**src/rtl/array_max_priority_queue_top_macros.svh**
```systemverilog
// Assertion macros for the array max priority queue RTL.
// Included by the controller and datapath; no other dependencies.
`ifndef ARRAY_MAX_PRIORITY_QUEUE_TOP_MACROS_SVH
`define ARRAY_MAX_PRIORITY_QUEUE_TOP_MACROS_SVH
`ifndef SYNTHESIS
`define APQ_ASSERT_NOW(label, clk, rst, ante, cons) \
  label: assert property (@(posedge clk) disable iff (rst) (ante) |-> (cons)) \
    else $error("apq assertion failed");
`define APQ_ASSERT_NEXT(label, clk, rst, ante, cons) \
  label: assert property (@(posedge clk) disable iff (rst) (ante) |=> (cons)) \
    else $error("apq assertion failed");
`else
`define APQ_ASSERT_NOW(label, clk, rst, ante, cons)
`define APQ_ASSERT_NEXT(label, clk, rst, ante, cons)
`endif
`endif

```
**src/rtl/apq_pkg.sv**
```systemverilog
// Shared codes and controller/datapath interface types for the priority queue.
// No dependencies.
`default_nettype none
package apq_pkg;

  localparam int CMD_W = 2;
  localparam int VAL_W = 32;
  localparam int STS_W = 2;
  localparam int OCC_W = 4;

  localparam logic [CMD_W-1:0] CMD_ENQUEUE = 2'd0;
  localparam logic [CMD_W-1:0] CMD_DEQUEUE = 2'd1;
  localparam logic [CMD_W-1:0] CMD_PEEK    = 2'd2;

  localparam logic [STS_W-1:0] ST_OK    = 2'd0;
  localparam logic [STS_W-1:0] ST_FULL  = 2'd1;
  localparam logic [STS_W-1:0] ST_EMPTY = 2'd2;

  typedef struct packed {
    logic              load_in;
    logic              st_load;
    logic [STS_W-1:0]  st_code;
    logic              enq_write;
    logic              rd_first;
    logic              peek_take;
    logic              scan_step;
    logic              shift_begin;
    logic              shift_step;
    logic              dec_count;
    logic              out_load;
  } ctl_t;

  typedef struct packed {
    logic [CMD_W-1:0]  cmd;
    logic              empty;
    logic              full;
    logic              scan_last;
    logic              best_is_last;
    logic              shift_last;
  } sts_t;

endpackage
`default_nettype wire

```
**src/rtl/apq_datapath.sv**
```systemverilog
// Datapath: entry memory, count, shared scan/shift pointer, result registers.
// Depends on apq_pkg and the assertion macro header.
`default_nettype none
`include "array_max_priority_queue_top_macros.svh"
module apq_datapath #(
  parameter int DEPTH = 8
) (
  input  wire logic                              clk,
  input  wire logic                              rst,
  input  wire apq_pkg::ctl_t                     ctl,
  output apq_pkg::sts_t                          sts,
  input  wire logic [apq_pkg::CMD_W-1:0]         command,
  input  wire logic signed [apq_pkg::VAL_W-1:0]  value,
  output logic signed [apq_pkg::VAL_W-1:0]       result_value,
  output logic [apq_pkg::STS_W-1:0]              status,
  output logic [apq_pkg::OCC_W-1:0]              occupancy
);

  localparam int AW = $clog2(DEPTH);
  localparam int CW = $clog2(DEPTH + 1);

  logic signed [apq_pkg::VAL_W-1:0] mem [DEPTH];
  logic signed [apq_pkg::VAL_W-1:0] rdata;
  logic [AW-1:0]                    raddr;
  logic                             we;
  logic [AW-1:0]                    waddr;
  logic signed [apq_pkg::VAL_W-1:0] wdata;

  logic [CW-1:0]                    count;
  logic [apq_pkg::CMD_W-1:0]        cmd_reg;
  logic signed [apq_pkg::VAL_W-1:0] val_reg;
  logic [AW-1:0]                    ptr;
  logic signed [apq_pkg::VAL_W-1:0] best_val;
  logic [AW-1:0]                    best_idx;
  logic signed [apq_pkg::VAL_W-1:0] res;
  logic [apq_pkg::STS_W-1:0]        st;
  logic                             take;
  logic [CW+apq_pkg::OCC_W-1:0]     occ_ext;

  always_comb begin
    raddr = ptr + AW'(1);
    if (ctl.rd_first) begin
      raddr = '0;
    end else if (ctl.shift_begin) begin
      raddr = best_idx + AW'(1);
    end else if (ctl.shift_step) begin
      raddr = ptr + AW'(2);
    end
  end

  assign we    = ctl.enq_write | ctl.shift_step;
  assign waddr = ctl.enq_write ? count[AW-1:0] : ptr;
  assign wdata = ctl.enq_write ? val_reg : rdata;

  always_ff @(posedge clk) begin
    if (we) begin
      mem[waddr] <= wdata;
    end
    rdata <= mem[raddr];
  end

  assign take = (ptr == '0) || (rdata > best_val);

  always_ff @(posedge clk) begin
    if (rst) begin
      count <= '0;
    end else if (ctl.enq_write) begin
      count <= count + CW'(1);
    end else if (ctl.dec_count) begin
      count <= count - CW'(1);
    end
  end

  always_ff @(posedge clk) begin
    if (ctl.load_in) begin
      cmd_reg <= command;
      val_reg <= value;
    end
    if (ctl.rd_first) begin
      ptr <= '0;
    end else if (ctl.shift_begin) begin
      ptr <= best_idx;
    end else if (ctl.scan_step || ctl.shift_step) begin
      ptr <= ptr + AW'(1);
    end
    if (ctl.scan_step && take) begin
      best_val <= rdata;
      best_idx <= ptr;
    end
    if (ctl.st_load) begin
      st  <= ctl.st_code;
      res <= '0;
    end else if (ctl.peek_take) begin
      res <= rdata;
    end else if (ctl.shift_begin) begin
      res <= best_val;
    end
  end

  assign occ_ext = {{apq_pkg::OCC_W{1'b0}}, count};

  always_ff @(posedge clk) begin
    if (ctl.out_load) begin
      result_value <= res;
      status       <= st;
      occupancy    <= occ_ext[apq_pkg::OCC_W-1:0];
    end
  end

  assign sts.cmd          = cmd_reg;
  assign sts.empty        = (count == '0);
  assign sts.full         = (count >= CW'(DEPTH));
  assign sts.scan_last    = (CW'(ptr) == count - CW'(1));
  assign sts.best_is_last = (CW'(best_idx) == count - CW'(1));
  assign sts.shift_last   = (CW'(ptr) + CW'(2) == count);

  `APQ_ASSERT_NOW(a_count_bound, clk, rst, 1'b1, count <= CW'(DEPTH))
  `APQ_ASSERT_NOW(a_enq_room, clk, rst, ctl.enq_write, count < CW'(DEPTH))
  `APQ_ASSERT_NOW(a_ptr_in_range, clk, rst, ctl.scan_step || ctl.shift_step,
                  CW'(ptr) < count)

endmodule
`default_nettype wire

```
**src/rtl/apq_controller.sv**
```systemverilog
// Controller state machine: sequences enqueue, peek, scan and shift steps.
// Depends on apq_pkg and the assertion macro header.
`default_nettype none
`include "array_max_priority_queue_top_macros.svh"
module apq_controller (
  input  wire logic          clk,
  input  wire logic          rst,
  input  wire logic          in_valid,
  output logic               in_ready,
  output logic               out_valid,
  input  wire logic          out_ready,
  input  wire apq_pkg::sts_t sts,
  output apq_pkg::ctl_t      ctl
);

  localparam logic [2:0] S_IDLE        = 3'd0;
  localparam logic [2:0] S_DECODE      = 3'd1;
  localparam logic [2:0] S_PEEK_WAIT   = 3'd2;
  localparam logic [2:0] S_SCAN        = 3'd3;
  localparam logic [2:0] S_SHIFT_BEGIN = 3'd4;
  localparam logic [2:0] S_SHIFT       = 3'd5;
  localparam logic [2:0] S_FINISH      = 3'd6;

  logic [2:0] state;
  logic [2:0] state_next;

  assign in_ready = (state == S_IDLE);

  always_comb begin
    ctl        = '0;
    state_next = state;
    unique case (state)
      S_IDLE: begin
        if (in_valid) begin
          ctl.load_in = 1'b1;
          state_next  = S_DECODE;
        end
      end
      S_DECODE: begin
        ctl.st_load = 1'b1;
        ctl.st_code = apq_pkg::ST_OK;
        state_next  = S_FINISH;
        unique case (sts.cmd)
          apq_pkg::CMD_ENQUEUE: begin
            if (sts.full) begin
              ctl.st_code = apq_pkg::ST_FULL;
            end else begin
              ctl.enq_write = 1'b1;
            end
          end
          apq_pkg::CMD_DEQUEUE: begin
            if (sts.empty) begin
              ctl.st_code = apq_pkg::ST_EMPTY;
            end else begin
              ctl.rd_first = 1'b1;
              state_next   = S_SCAN;
            end
          end
          apq_pkg::CMD_PEEK: begin
            if (sts.empty) begin
              ctl.st_code = apq_pkg::ST_EMPTY;
            end else begin
              ctl.rd_first = 1'b1;
              state_next   = S_PEEK_WAIT;
            end
          end
          default: begin
          end
        endcase
      end
      S_PEEK_WAIT: begin
        ctl.peek_take = 1'b1;
        state_next    = S_FINISH;
      end
      S_SCAN: begin
        ctl.scan_step = 1'b1;
        if (sts.scan_last) begin
          state_next = S_SHIFT_BEGIN;
        end
      end
      S_SHIFT_BEGIN: begin
        ctl.shift_begin = 1'b1;
        if (sts.best_is_last) begin
          ctl.dec_count = 1'b1;
          state_next    = S_FINISH;
        end else begin
          state_next = S_SHIFT;
        end
      end
      S_SHIFT: begin
        ctl.shift_step = 1'b1;
        if (sts.shift_last) begin
          ctl.dec_count = 1'b1;
          state_next    = S_FINISH;
        end
      end
      S_FINISH: begin
        if (!out_valid || out_ready) begin
          ctl.out_load = 1'b1;
          state_next   = S_IDLE;
        end
      end
      default: begin
        state_next = S_IDLE;
      end
    endcase
  end

  always_ff @(posedge clk) begin
    if (rst) begin
      state     <= S_IDLE;
      out_valid <= 1'b0;
    end else begin
      state <= state_next;
      if (ctl.out_load) begin
        out_valid <= 1'b1;
      end else if (out_ready) begin
        out_valid <= 1'b0;
      end
    end
  end

  `APQ_ASSERT_NOW(a_no_overwrite, clk, rst, ctl.out_load, !out_valid || out_ready)
  `APQ_ASSERT_NEXT(a_load_shows, clk, rst, ctl.out_load, out_valid && state == S_IDLE)
  `APQ_ASSERT_NOW(a_single_step, clk, rst, 1'b1,
                  $onehot0({ctl.scan_step, ctl.shift_begin, ctl.shift_step, ctl.rd_first}))

endmodule
`default_nettype wire

```
**src/rtl/array_max_priority_queue_top.sv**
```systemverilog
// Bounded max priority queue kept as an unsorted array in insertion order.
// Top level; instantiates apq_controller and apq_datapath, uses apq_pkg.
//
// Input channel (in_valid/in_ready, command, value): one command per transfer:
// enqueue value, dequeue the largest entry (oldest on ties), or peek the
// oldest entry. Output channel (out_valid/out_ready): one result per command
// with result_value, status (ok, full, empty) and occupancy after the step.
// Commands run one at a time. From a transfer to its result in the output
// register: enqueue, empty peek or dequeue and unknown codes go from decode
// straight to the finish step, peek waits for one memory read, and dequeue
// with n stored entries scans all n, then moves the n - 1 - k entries above
// the removed slot k down one place. The dequeue work is set by the single
// read port of the entry memory: one entry per cycle for the maximum search,
// then one entry per cycle to close the gap.
// A new command is taken while a finished result still waits in the output
// register; a stalled receiver holds only the last step before the output
// register load. Reset empties the queue and drops any pending result;
// memory contents are left as they are; unwritten slots never reach a result.
`default_nettype none
module array_max_priority_queue_top #(
  parameter int DEPTH = 8
) (
  input  wire logic                              clk,
  input  wire logic                              rst,
  input  wire logic                              in_valid,
  output logic                                   in_ready,
  input  wire logic [apq_pkg::CMD_W-1:0]         command,
  input  wire logic signed [apq_pkg::VAL_W-1:0]  value,
  output logic                                   out_valid,
  input  wire logic                              out_ready,
  output logic signed [apq_pkg::VAL_W-1:0]       result_value,
  output logic [apq_pkg::STS_W-1:0]              status,
  output logic [apq_pkg::OCC_W-1:0]              occupancy
);

  apq_pkg::ctl_t ctl;
  apq_pkg::sts_t sts;

  apq_controller u_ctrl (
    .clk       (clk),
    .rst       (rst),
    .in_valid  (in_valid),
    .in_ready  (in_ready),
    .out_valid (out_valid),
    .out_ready (out_ready),
    .sts       (sts),
    .ctl       (ctl)
  );

  apq_datapath #(
    .DEPTH (DEPTH)
  ) u_dp (
    .clk          (clk),
    .rst          (rst),
    .ctl          (ctl),
    .sts          (sts),
    .command      (command),
    .value        (value),
    .result_value (result_value),
    .status       (status),
    .occupancy    (occupancy)
  );

endmodule
`default_nettype wire
```
**config.mk**
```make
export PLATFORM = sky130hd
export DESIGN_NAME = array_max_priority_queue_top
export DESIGN_NICKNAME = d
export VERILOG_FILES = /design/src/rtl/apq_pkg.sv /design/src/rtl/apq_datapath.sv /design/src/rtl/apq_controller.sv /design/src/rtl/array_max_priority_queue_top.sv
export VERILOG_INCLUDE_DIRS = /design/src /design/src/rtl
export SDC_FILE = /design/constraint.sdc
export NUM_CORES = 1
export LEC_CHECK = 0
export BUFFER_PORTS_ARGS = -buffer_cell sky130_fd_sc_hd__buf_2
export CAP_MARGIN = 20
export CORE_MARGIN = 4
export CORE_UTILIZATION = 60
export DETAILED_ROUTE_END_ITERATION = 16
export PLACE_DENSITY = 0.88
export SYNTH_ARGS = -nofsm -noshare
export SYNTH_HDL_FRONTEND = slang
export SYNTH_HIERARCHICAL = 1
export SYNTH_SLANG_ARGS = --single-unit
```
**constraint.sdc**
```tcl
create_clock -name clk -period 4.02 [get_ports clk]
set_clock_uncertainty 0.05 [all_clocks]
set_input_delay 0.804 -clock clk [delete_from_list [all_inputs] [get_ports clk]]
set_output_delay 0.804 -clock clk [all_outputs]
set_load 0.02 [all_outputs]
```
# ---- Word-level counts from Yosys, hierarchy flattened
# Memories as Yosys holds them, arrays and structs flattened. A register that Yosys moved wholly into a read port is not among the register bits.
# Cells that the tools add are included.
dict set report word_totals {
  register_bits 152
  mem_bits_rw 256
  inputBits 38
  output_inout_bits 40
  elab_cells 96
  n_memories 1
}
dict set report classes {
  add_sub_neg 6
  order_cmp 2
  n_eq_ne 15
  n_mux 43
  bitwise_logic 1
  reduce_logical 15
}
# name words word_bits read_ports rd_ports_with_merged_regs write_ports line_no
set memory_table {}
lappend memory_table {u_dp.mem 8 32 1 1 1 apq_datapath.sv:22} ;# logic signed [apq_pkg::VAL_W-1:0] mem [DEPTH];
# operator count
set op_table {}
lappend op_table {{$mux 32} 3}
lappend op_table {{$mux 3} 12}
lappend op_table {{$gt 32x32->1} 1}
lappend op_table {{$pmux 3 s7} 1}
lappend op_table {{$mux 1} 19}
lappend op_table {{$eq 3x3->1 const B} 3}
lappend op_table {{$eq 3x4->1} 2}
lappend op_table {{$mux 4} 2}
lappend op_table {{$reduce_bool 2->1} 4}
lappend op_table {{$add 3x1->3 const B} 2}
lappend op_table {{$eq 3x2->1 const B} 2}
lappend op_table {{$logic_not 3->1} 2}
lappend op_table {{$ne 2x2->1 const B} 3}
lappend op_table {{$pmux 3 s2} 1}
lappend op_table {{$mux 5} 1}
lappend op_table {{$add 3x2->4 const B} 1}
lappend op_table {{$add 4x1->4 const B} 1}
lappend op_table {{$eq 4x4->1} 1}
lappend op_table {{$ge 4x4->1 const B} 1}
lappend op_table {{$logic_not 4->1} 1}
lappend op_table {{$mux 2} 2}
lappend op_table {{$pmux 2 s2} 1}
lappend op_table {{$reduce_and 4->1} 1}
lappend op_table {{$sub 4x1->4 const B} 1}
lappend op_table {{other kinds (12)} 14}

# ---- Logic depth before layout (Yosys ltp)
# Gate-level depths: netlist of run 1.
dict set report logic_depth {
  ltp_word 7
  depth_mapped 12
  depth_no_buf 10
}

# ---- Cells and area by module
# The synthesis of run 1 kept the hierarchy.
# module instances cells_per_inst area_per_inst_um2
set by_module_without_submodules {}
lappend by_module_without_submodules {apq_datapath 1 1082 17525.6}
lappend by_module_without_submodules {apq_controller 1 57 406.6}

# ---- Worst setup path before layout of run 1
# OpenSTA, ideal clock, no wires.
dict set report synth_timing {
  path_type {flip-flop to flip-flop}
  startpoint {register u_dp/best_val[9] in the netlist's numbering}
  endpoint {register u_dp.best_idx[0] (enable)}
  setup_time_ns 0.443
  t_arrival_ns 3.198
  t_required_ns 3.527
  slack_ns 0.329
  stages_incl_launch_ff 9
  cell_sequence {edfxtp_1 -> inv_1 -> ha_1 -> a21o_1 -> nand3_1 -> a21oi_1 -> o311ai_0 -> o2111ai_1 -> mux2i_1}
}
dict set report synth_via {
  elab_chain_cells 3
}
# element line_no
set synth_rtl {}
lappend synth_rtl {{start: declaration} apq_datapath.sv:33} ;# logic signed [apq_pkg::VAL_W-1:0] best_val;
lappend synth_rtl {{start signal: assignment} apq_datapath.sv:87} ;# best_val <= rdata;
lappend synth_rtl {{$gt 32x32->1} apq_datapath.sv:62} ;# assign take = (ptr == '0) || (rdata > best_val);
lappend synth_rtl {{$logic_or 1x1->1} apq_datapath.sv:62}
lappend synth_rtl {{$logic_and 1x1->1} apq_datapath.sv:86} ;# if (ctl.scan_step && take) begin
lappend synth_rtl {{end signal: assignment} apq_datapath.sv:88} ;# best_idx <= ptr;
lappend synth_rtl {{end: declaration} apq_datapath.sv:34} ;# logic [AW-1:0] best_idx;
# Every way passes these cells.
# A chain may end at the register's enable or synchronous reset.

==> results.sh, run 1 <==
export IMPL_finalWirelength_microns=35800
export IMPL_grt_max_degree=49
export IMPL_drive_above_1_share_pct=20.2
export IMPL_io_pins=78
export IMPL_status="finished, final reports clean"
export IMPL_syn_to_final_growth_pct=12.8
export IMPL_cts_tree="done"
export IMPL_crit_chain="inv_1 > ha_1 > nor3b_1 > nor2_1 > buf_4 > nor3_4 > buf_4 > buf_4 > mux2i_1 > mux2i_1 > mux2_2"
export IMPL_slowest_stage="nor3b_1"
export IMPL_slew_violations=0
export IMPL_synth_distinct_cells=49
export IMPL_worstSetupPathType="flop to flop"
export IMPL_crit_arrival_ns=3.66
export IMPL_synth_edf_count=365
export IMPL_cts_resized_gates=0
export IMPL_syn_mean_instance_area_sq_um=15.7
export IMPL_cp_end_kind="flop"
export IMPL_dr_pass1_iters=5
export IMPL_rsz0062_at_grt="false"
export IMPL_root_buffer="clkbuf_16"
export IMPL_regMostFlops="u_dp/mem"
export IMPL_yosys_warnings=6
export IMPL_required_ns=4.40
export IMPL_yosysTopAreaCell="edfxtp_1"
export IMPL_post_cts_buffers=0
export IMPL_tightest_slew_ns=1.02
export IMPL_final_net_count=1313
export IMPL_met3_length_microns=2610
export IMPL_critPathTopFamily="buffers and inverters"
export IMPL_ant_nets=0
export IMPL_drc=0
export IMPL_yosysSeqAreaShare_pct=69.5
export IMPL_setup_viol=0
export IMPL_cpPeakStageDelay_ns=0.43
export IMPL_crit_fanout=22
export IMPL_vias_per_cell=5.82
export IMPL_gr_total_overflow=0
export IMPL_grt_use_total_pct=21.5
export IMPL_hold_viol_final=0
export IMPL_num_fill_cells=1828
export IMPL_antenna_cells=0
export IMPL_worstSetupStartpointType="flop"
export IMPL_die_h_microns=181
export IMPL_first_global_vias=9792
export IMPL_total_power_w=0.0163
export IMPL_wl_per_cell_microns=21.6
export IMPL_synth_flop_cell="edfxtp_1"
export IMPL_die_w_microns=181
export IMPL_finalCritPeriodShare_pct=81.4
export IMPL_met1_length_microns=14600
export IMPL_largest_register_ffs=256
export IMPL_start_util_pct=60.7
export IMPL_ys_top_cells_by_area="edfxtp_1 61%, mux2i_1 13%, dfxtp_1 8.4%, mux2_2 4.0%, ha_1 2.9%"
export IMPL_crit_top_cell="buf_4"
export IMPL_synth_top_area_share_pct=61.1
export IMPL_pre_cts_slack_ns=0.792
export IMPL_highest_layer="met4"
export IMPL_routabilityCongestion=0.820
export IMPL_path_clk_slew_ns=0.06
export IMPL_timing_slew_headroom_pct=31.8
export IMPL_cts_buffer_depth=3
export IMPL_cts_buffers=44
export IMPL_rows=63
export IMPL_final_setup_worst_slack_ns=0.746
export IMPL_hold_class="flop to flop"
export IMPL_holdWs_ns=0.372
export IMPL_clock_sink_count=440
export IMPL_via_count=9647
export IMPL_clk_latency_ns=0.55
export IMPL_grt_pass1_wl_microns=54800
export IMPL_wl_met2_microns=17300
export IMPL_port_buffers=77
export IMPL_max_cap_violations=0
export IMPL_syn_cell_area_sq_mm=0.0179
export IMPL_drtIter0Drc=760
export IMPL_die_area_sq_mm=0.0327
export IMPL_finalSetupTns_ns=0
export IMPL_synthArstFlopShare_pct=0
export IMPL_htreeDepth=2
export IMPL_power_density_mw_per_mm2=808
export IMPL_antenna_found_initial=0
export IMPL_ir_drop_mv=0.700
export IMPL_p_leak_nw=7.68
export IMPL_clock_fmax_mhz=305
export IMPL_cts_hold_buffers_added=0
export IMPL_synth_nets=1219
export IMPL_crit_buf_inv=4
export IMPL_min_period_ns=3.27
export IMPL_ys_ff_latch=440
export IMPL_netlist_instances=1139
export IMPL_coreArea_sq_mm=0.0296
export IMPL_dpl_hpwl_microns=20100
## cells in the mapped netlist (5+ instances only)
cell type / instances
a211oi_1: 5
a21o_1: 5
a21oi_1: 52
a31oi_1: 7
buf_2: 10
buf_4: 11
buf_8: 6
clkbuf_1: 19
dfxtp_1: 75
edfxtp_1: 365
ha_1: 42
inv_1: 42
mux2_2: 64
mux2i_1: 224
nand2_1: 14
nand3_1: 7
nand4_1: 10
nor2_1: 97
nor2b_1: 5
nor3_1: 6
o21ai_0: 8
xnor2_1: 12
xor2_1: 7
## final timing paths
| kind | from | to | slack [ns] | cells after the start |
|---|---|---|---|---|
| worst max-delay path | u_dp/count[1] | u_dp/rdata[19] | 0.75 | 11 |
| worst min-delay path | u_dp/st[1] | u_dp/status[1] | 0.37 | 0 |
| worst max register to register | u_dp/count[1] | u_dp/rdata[19] | 0.75 | 11 |
| worst min register to register | u_dp/st[1] | u_dp/status[1] | 0.37 | 0 |
## stage by stage
| stage | instance area [sq um] | cells | utilization (%) |
|---|---|---|---|
| 2_1_floorplan | 17900 | 1139 | - |
| 3_3_place_gp | 18800 | 1577 | 63.5 |
| 3_5_place_dp | 18800 | 1577 | 63.5 |
| 4_1_cts | 20200 | 1657 | 68.4 |
| 5_1_grt | 20200 | 1657 | 68.4 |
| 6_report | 20200 | 1657 | 68.4 |
## placed cells by master (no fill, tap or decap), types with 4 or more instances in the layout
cell	Yosys	final
edfxtp_1	365	365
mux2i_1	224	223
nor2_1	97	85
buf_2	10	77
dfxtp_1	75	75
mux2_2	64	64
a21oi_1	52	52
clkbuf_16	0	44
inv_1	42	42
ha_1	42	42
buf_4	11	22
nand2_1	14	14
xnor2_1	12	12
clkinv_2	0	10
nand4_1	10	10
clkbuf_1	19	8
o21ai_0	8	8
nor2_2	0	8
a31oi_1	7	7
xor2_1	7	7
nand3_1	7	7
nor3_1	6	6
bufinv_16	0	5
nor2b_1	5	5
a211oi_1	5	5
a21o_1	5	5
clkbuf_8	0	4
nand2b_1	4	4
nor2_4	0	4
nor3b_1	4	4
buf_12	0	4
## cell families after synthesis
group	share of synthesized area [%]
flops	69.5
mux	16.5
simple gates	4.07
buf+inv	2.90
compound gates	3.15
fa+ha+maj	2.93
xor+xnor	0.928
## routing by layer
layer  up-vias  global-route usage, %
met5         -                      0
met4         0                   7.56
met3        97                   4.69
met2       365                   35.8
met1      4735                   28.3
li1       4450                      -
## worst reg2reg max path, cell delays in order, from the launching register on
cell and delay (ns):
dfxtp_1 0.41, inv_1 0.14, ha_1 0.21, nor3b_1 0.43, nor2_1 0.10, buf_4 0.19
nor3_4 0.17, buf_4 0.35, buf_4 0.44, mux2i_1 0.27, mux2i_1 0.12, mux2_2 0.28
## final cells by class
class	count	area [sq um]	area share (%)
clock inverters	24	268	1.32
repair buffers	103	631	3.12
flip-flops and latches	440	12500	61.6
well taps	390	488	2.41
clock buffers	56	1190	5.87
multi-input cells	602	5030	24.9
inverters	42	158	0.780
## report_power, final
group / internal (W) / leakage [nW] / total (W) / switching [W]
Clock: 0.00242 / 0.711 / 0.00408 / 0.00166
Combinational: 0.00248 / 3.04 / 0.00556 / 0.00308
Sequential: 0.00618 / 3.93 / 0.00670 / 0.000519
Note: power is estimated with default switching activity, not from simulation.
==> inputs of run 2 (changes only) <==
Clock period 4.02 ns to 3.08 ns, I/O delays scaled along.
==> results.sh, run 2 (synthesized netlist as in run 1, its figures left out) <==
export IMPL_status="finished, final reports clean"
export IMPL_worstSetupPathType="flop to flop"
export IMPL_port_buffers=77
export IMPL_min_path_cells=1
export IMPL_cp_end_kind="flop"
export IMPL_dr_pass1_iters=5
export IMPL_hold_class="input port to flop"
export IMPL_final_common_cell="edfxtp_1"
export IMPL_antenna_found_initial=0
export IMPL_p_clk_share_pct=23.3
export IMPL_io_pins=78
export IMPL_coreArea_sq_mm=0.0296
export IMPL_r2r_start="u_dp/ptr[0]"
export IMPL_crit_fanout=33
export IMPL_reg2reg_depth=10
export IMPL_rows=63
export IMPL_die_w_microns=181
export IMPL_slowest_stage="dfxtp_1"
export IMPL_dpl_hpwl_microns=21100
export IMPL_finalCritPeriodShare_pct=92.5
export IMPL_cts_buffer_depth=3
export IMPL_htreeDepth=2
export IMPL_comb_power_share_pct=35.9
export IMPL_seqPwrFrac_pct=40.8
export IMPL_power_density_mw_per_mm2=1040
export IMPL_clock_sink_count=440
export IMPL_reg2reg_to="u_dp/rdata[15]"
export IMPL_die_h_microns=181
export IMPL_cpPeakStageDelay_ns=0.50
export IMPL_first_global_vias=9985
export IMPL_syn_to_final_growth_pct=14.0
export IMPL_required_ns=3.44
export IMPL_min_period_ns=2.85
export IMPL_worstSetupStartpointType="flop"
export IMPL_gr_total_overflow=0
export IMPL_grt_use_total_pct=22.2
export IMPL_path_clk_slew_ns=0.06
export IMPL_cts_tree="done"
export IMPL_finalWirelength_microns=36600
export IMPL_grt_max_degree=39
export IMPL_regMostFlops="u_dp/mem"
export IMPL_ant_nets=0
export IMPL_ir_drop_mv=0.585
export IMPL_vias_per_cell=5.85
export IMPL_timing_slew_headroom_pct=33.7
export IMPL_largest_register_ffs=256
export IMPL_crit_chain="inv_1 > ha_1 > nor2b_1 > a211oi_2 > nor3_4 > buf_12 > buf_12 > mux2i_1 > mux2i_1 > mux2_2"
export IMPL_min_from="value[23]"
export IMPL_start_util_pct=60.7
export IMPL_switchingPower_w=0.00694
export IMPL_crit_arrival_ns=3.21
export IMPL_clk_latency_ns=0.54
export IMPL_wl_per_cell_microns=21.9
export IMPL_holdPathEnd="u_dp/val_reg[23]"
export IMPL_routabilityCongestion=0.814
export IMPL_finalSetupTns_ns=0
export IMPL_tightest_slew_ns=0.984
export IMPL_sw_frac_of_total_pct=32.5
export IMPL_root_buffer="clkbuf_16"
export IMPL_num_fill_cells=1893
export IMPL_final_net_count=1326
export IMPL_p_int_w=0.0144
export IMPL_setup_viol=0
export IMPL_design_area_sq_mm=0.0204
export IMPL_drive_above_1_share_pct=20.9
export IMPL_antenna_cells=0
export IMPL_rrSetupSlack_ns=0.23
export IMPL_register_area_sq_mm=0.0125
export IMPL_drc=0
export IMPL_hold_viol_final=0
export IMPL_grt_pass1_wl_microns=56200
export IMPL_holdWs_ns=0.204
export IMPL_max_cap_violations=0
export IMPL_die_area_sq_mm=0.0327
export IMPL_slew_violations=0
export IMPL_p_leak_nw=7.77
export IMPL_post_cts_buffers=0
export IMPL_cts_buffers=43
export IMPL_via_count=9772
export IMPL_multiInputGateArea_sq_mm=0.00507
export IMPL_mostFrequentLayoutCells="365 x edfxtp_1, 223 x mux2i_1, 85 x nor2_1"
export IMPL_clock_fmax_mhz=351
export IMPL_drtIter0Drc=814
export IMPL_rsz0062_at_grt="false"
export IMPL_dpl_cell_area_sq_mm=0.0191
## run 2: changes by cell type in the layout (fill, tap and decap cells not counted), moves of 3 or more
cell	delta
clkbuf_1	+3
bufinv_16	-4
nor2_4	+7
buf_12	+15
nor2_2	-7
clkinvlp_4	-3
## run 2: how the worst max path moves through the flow
stage	from	cells past startpoint	end
floorplan	u_ctrl/state[0]	8	u_dp/mem[1][0]
global placement	u_dp/count[1]	10	u_dp/rdata[18]
detailed placement	u_dp/count[0]	10	u_dp/rdata[15]
CTS	u_dp/count[0]	10	u_dp/rdata[15]
global route	u_dp/ptr[0]	10	u_dp/rdata[15]
finish	u_dp/ptr[0]	10	u_dp/rdata[15]
## run 2: repair_timing
item | 4_1_cts | 5_1_grt
hold buffers | 0 | 0
resized for setup | 0 | 2
setup endpoints to repair | 0 | 1
## run 2: routing by layer
layer  track usage (%)  part of all wire [%]
met1              29.5                    41
met4              7.29                   3.0
met5                 0                     0
met3              3.62                   6.4
met2              37.6                    50
## run 2: metrics by stage
| step | util [%] | cells | power, W | setup slack [ns] |
|---|---|---|---|---|
| after global placement | 64.6 | 1591 | 0.0159 | 0.407 |
| after global routing | 69.2 | 1670 | 0.0224 | 0.118 |
| after floorplan | - | 1139 | 0.0144 | -0.0828 |
| final | 69.2 | 1670 | 0.0214 | 0.231 |
| after CTS | 69.2 | 1670 | 0.0214 | 0.110 |
| after detailed placement | 64.6 | 1591 | 0.0163 | 0.203 |
## run 2: power groups by stage
stage | Sequential (W) | Clock [W] | Combinational [W]
after floorplan | 0.00852 | 0 | 0.00592
after global routing | 0.00878 | 0.00532 | 0.00829
after detailed placement | 0.00879 | 0 | 0.00751
after CTS | 0.00869 | 0.00504 | 0.00766
after global placement | 0.00876 | 0 | 0.00717
final | 0.00871 | 0.00498 | 0.00766
## run 2: cell type report
class	count	area share, %
Clock buffer	61	6.05
Inverter	42	0.771
Multi-Input combinational cell	602	24.8
Sequential cell	440	60.9
Timing Repair Buffer	117	4.52
Tap cell	390	2.39
Clock inverter	18	0.557
## run 2: worst max-delay path, delay by kind of cell, from the launching register on
family,cells,cell delay (ns)
buf+inv,3,0.64
compound gates,1,0.07
flops,1,0.50
mux,3,0.75
simple gates,2,0.35
fa+ha+maj,1,0.34
==> inputs of run 3 (changes only) <==
Settings changed: ABC_AREA set to 1.
==> results.sh, run 3 <==
export IMPL_status="finished, final reports clean"
export IMPL_grt_use_total_pct=25.8
export IMPL_power_density_mw_per_mm2=1220
export IMPL_synth_nets=1442
export IMPL_yosysTopAreaCell="edfxtp_1"
export IMPL_largest_register_ffs=256
export IMPL_synth_common_cells="365 x edfxtp_1, 177 x nand2_1, 173 x nor2_1"
export IMPL_gr_total_overflow=0
export IMPL_coreArea_sq_mm=0.0287
export IMPL_syn_cell_area_sq_mm=0.0174
export IMPL_yosysMostFrequentCell="edfxtp_1"
export IMPL_dpl_hpwl_microns=24400
export IMPL_start_util_pct=60.7
export IMPL_rows=62
export IMPL_pre_cts_slack_ns=0.471
export IMPL_yosysSeqAreaShare_pct=71.5
export IMPL_rsz0062_at_grt="false"
export IMPL_synth_distinct_cells=38
export IMPL_final_common_cell="edfxtp_1"
export IMPL_clock_fmax_mhz=342
export IMPL_htreeDepth=2
export IMPL_cts_tree="done"
export IMPL_final_setup_worst_slack_ns=0.158
export IMPL_ir_drop_mv=1.20
export IMPL_slew_violations=0
export IMPL_root_buffer="clkbuf_16"
export IMPL_worstSetupStartpointType="flop"
export IMPL_drive_above_1_share_pct=16.0
export IMPL_drc=0
export IMPL_crit_chain="inv_1 > ha_1 > nand2_1 > nor2_1 > nor3_1 > a21oi_1 > nand2_4 > buf_12 > o21ai_0 > o22ai_1 > mux2_2"
export IMPL_utilization_pct=69.2
export IMPL_io_pins=78
export IMPL_setup_viol=0
export IMPL_wl_per_cell_microns=22.1
export IMPL_via_count=11800
export IMPL_clk_latency_ns=0.54
export IMPL_regMostFlops="u_dp/mem"
export IMPL_antenna_found_initial=0
export IMPL_drtIter0Drc=1593
export IMPL_cp_end_kind="flop"
export IMPL_ys_top_cells_by_area="edfxtp_1 63%, dfxtp_1 8.6%, nand2_1 3.8%, nor2_1 3.7%, ha_1 3.0%"
export IMPL_routabilityCongestion=0.866
export IMPL_critPathTopFamily="compound AO/OA/AOI/OAI gates"
export IMPL_crit_buf_inv=2
export IMPL_finalWirelength_microns=41600
export IMPL_die_area_sq_mm=0.0318
export IMPL_final_net_count=1539
export IMPL_mostFrequentLayoutCells="365 x edfxtp_1, 177 x nand2_1, 162 x nor2_1"
export IMPL_hold_viol_final=0
export IMPL_synth_top_area_share_pct=62.9
export IMPL_first_global_vias=11400
export IMPL_vias_per_cell=6.30
export IMPL_synthArstFlopShare_pct=0
export IMPL_netlist_instances=1362
export IMPL_clock_sink_count=440
export IMPL_path_clk_slew_ns=0.06
export IMPL_dr_pass1_iters=6
export IMPL_finalCritPeriodShare_pct=94.9
export IMPL_syn_to_final_growth_pct=13.9
export IMPL_timing_slew_headroom_pct=33.6
export IMPL_max_cap_violations=0
export IMPL_yosys_warnings=6
export IMPL_crit_fanout=128
export IMPL_crit_arrival_ns=3.28
export IMPL_min_period_ns=2.92
export IMPL_cts_buffers=43
export IMPL_cts_buffer_depth=3
export IMPL_grt_pass1_wl_microns=63200
export IMPL_cts_resized_gates=0
export IMPL_grt_max_degree=129
export IMPL_cts_hold_buffers_added=0
export IMPL_ys_ff_latch=440
export IMPL_post_cts_buffers=0
export IMPL_required_ns=3.44
export IMPL_die_h_microns=178
export IMPL_slowest_stage="o21ai_0"
export IMPL_worstSetupPathType="flop to flop"
export IMPL_syn_mean_instance_area_sq_um=12.8
export IMPL_synth_edf_count=365
export IMPL_p_leak_nw=7.36
export IMPL_cpPeakStageDelay_ns=0.38
export IMPL_hold_class="input port to flop"
export IMPL_die_w_microns=178
export IMPL_tightest_slew_ns=0.986
export IMPL_synth_flop_cell="edfxtp_1"
export IMPL_port_buffers=77
export IMPL_ant_nets=0
-- run 3: changes by cell type in the layout (fill, tap and decap cells not counted), moves of 8 or more --
cell      change
o22ai_1      +64
nand2_1     +163
a21oi_1      -10
mux2_2       -32
o221ai_1     +33
mux2i_1     -223
nor2_2        +9
nor2_1       +77
o21ai_0      +67
inv_1        +38
xnor2_1      -10
buf_4         +8
o21ai_1      +69
nor2_4        -8
-- run 3: power breakdown --
part / switching (W) / internal [W] / leakage (nW) / total (W)
Clock: 0.00213 / 0.00302 / 0.690 / 0.00515
Combinational: 0.00661 / 0.00353 / 2.73 / 0.0101
Sequential: 0.000709 / 0.00828 / 3.94 / 0.00899
Total: 0.00945 / 0.0148 / 7.36 / 0.0243
-- run 3: final cells by class --
class	instances	area [sq um]
flip-flops and latches	440	12500
repair buffers	120	883
inverters	85	323
diodes	1	2.50
multi-input cells	769	4290
well taps	384	480
fillers	1764	8850
clock inverters	13	130
clock buffers	66	1270
-- run 3: through the flow --
step           hold WS (ns)  total power, W  TNS (ns)  instance area, sq um  instances
3_5_place_dp          0.358          0.0186         0                 18400       1798
2_1_floorplan         0.350          0.0158    -75.68                 17400       1362
5_1_grt               0.185          0.0254         0                 19800       1877
4_1_cts               0.184          0.0240         0                 19800       1877
3_3_place_gp          0.359          0.0180         0                 18400       1798
6_report              0.197          0.0243         0                 19800       1878
-- run 3: worst paths after layout --
check | slack, ns | from | cells past startpoint | end
max | 0.16 | u_dp/count[1] | 11 | u_dp/rdata[2]
min | 0.20 | value[29] | 1 | u_dp/val_reg[29]
max reg2reg | 0.16 | u_dp/count[1] | 11 | u_dp/rdata[2]
min reg2reg | 0.38 | u_dp/st[0] | 0 | u_dp/status[0]
-- run 3: worst register-to-register path: cells and delay by family, from the launching register on --
kind,cells,cell delay [ns]
buffers and inverters,2,0.41
flip-flops,1,0.36
AND/OR/NAND/NOR,4,0.53
multiplexers,1,0.30
AO/OA/AOI/OAI,3,0.93
adder cells (fa/ha/maj),1,0.22
-- run 3: kinds of logic (layout without fill, tap and decap cells) --
| kind of cell | count (synthesis) | count (layout) | synth area share (%) |
|---|---|---|---|
| compound gates | 306 | 306 | 10.2 |
| flops | 440 | 440 | 71.5 |
| fa+ha+maj | 42 | 42 | 3.01 |
| other cells | 0 | 1 | 0 |
| simple gates | 380 | 380 | 8.51 |
| mux | 32 | 32 | 2.07 |
| xor+xnor | 9 | 9 | 0.452 |
| buf+inv | 153 | 284 | 4.29 |
-- run 3: per-layer routing --
layer	routed length [microns]	part of all wire, %	global-route usage (%)
met1	15500	37	34.9
met2	20100	48	42.6
met3	4550	11	4.28
met4	1380	3.3	9.34
met5	0	0	0
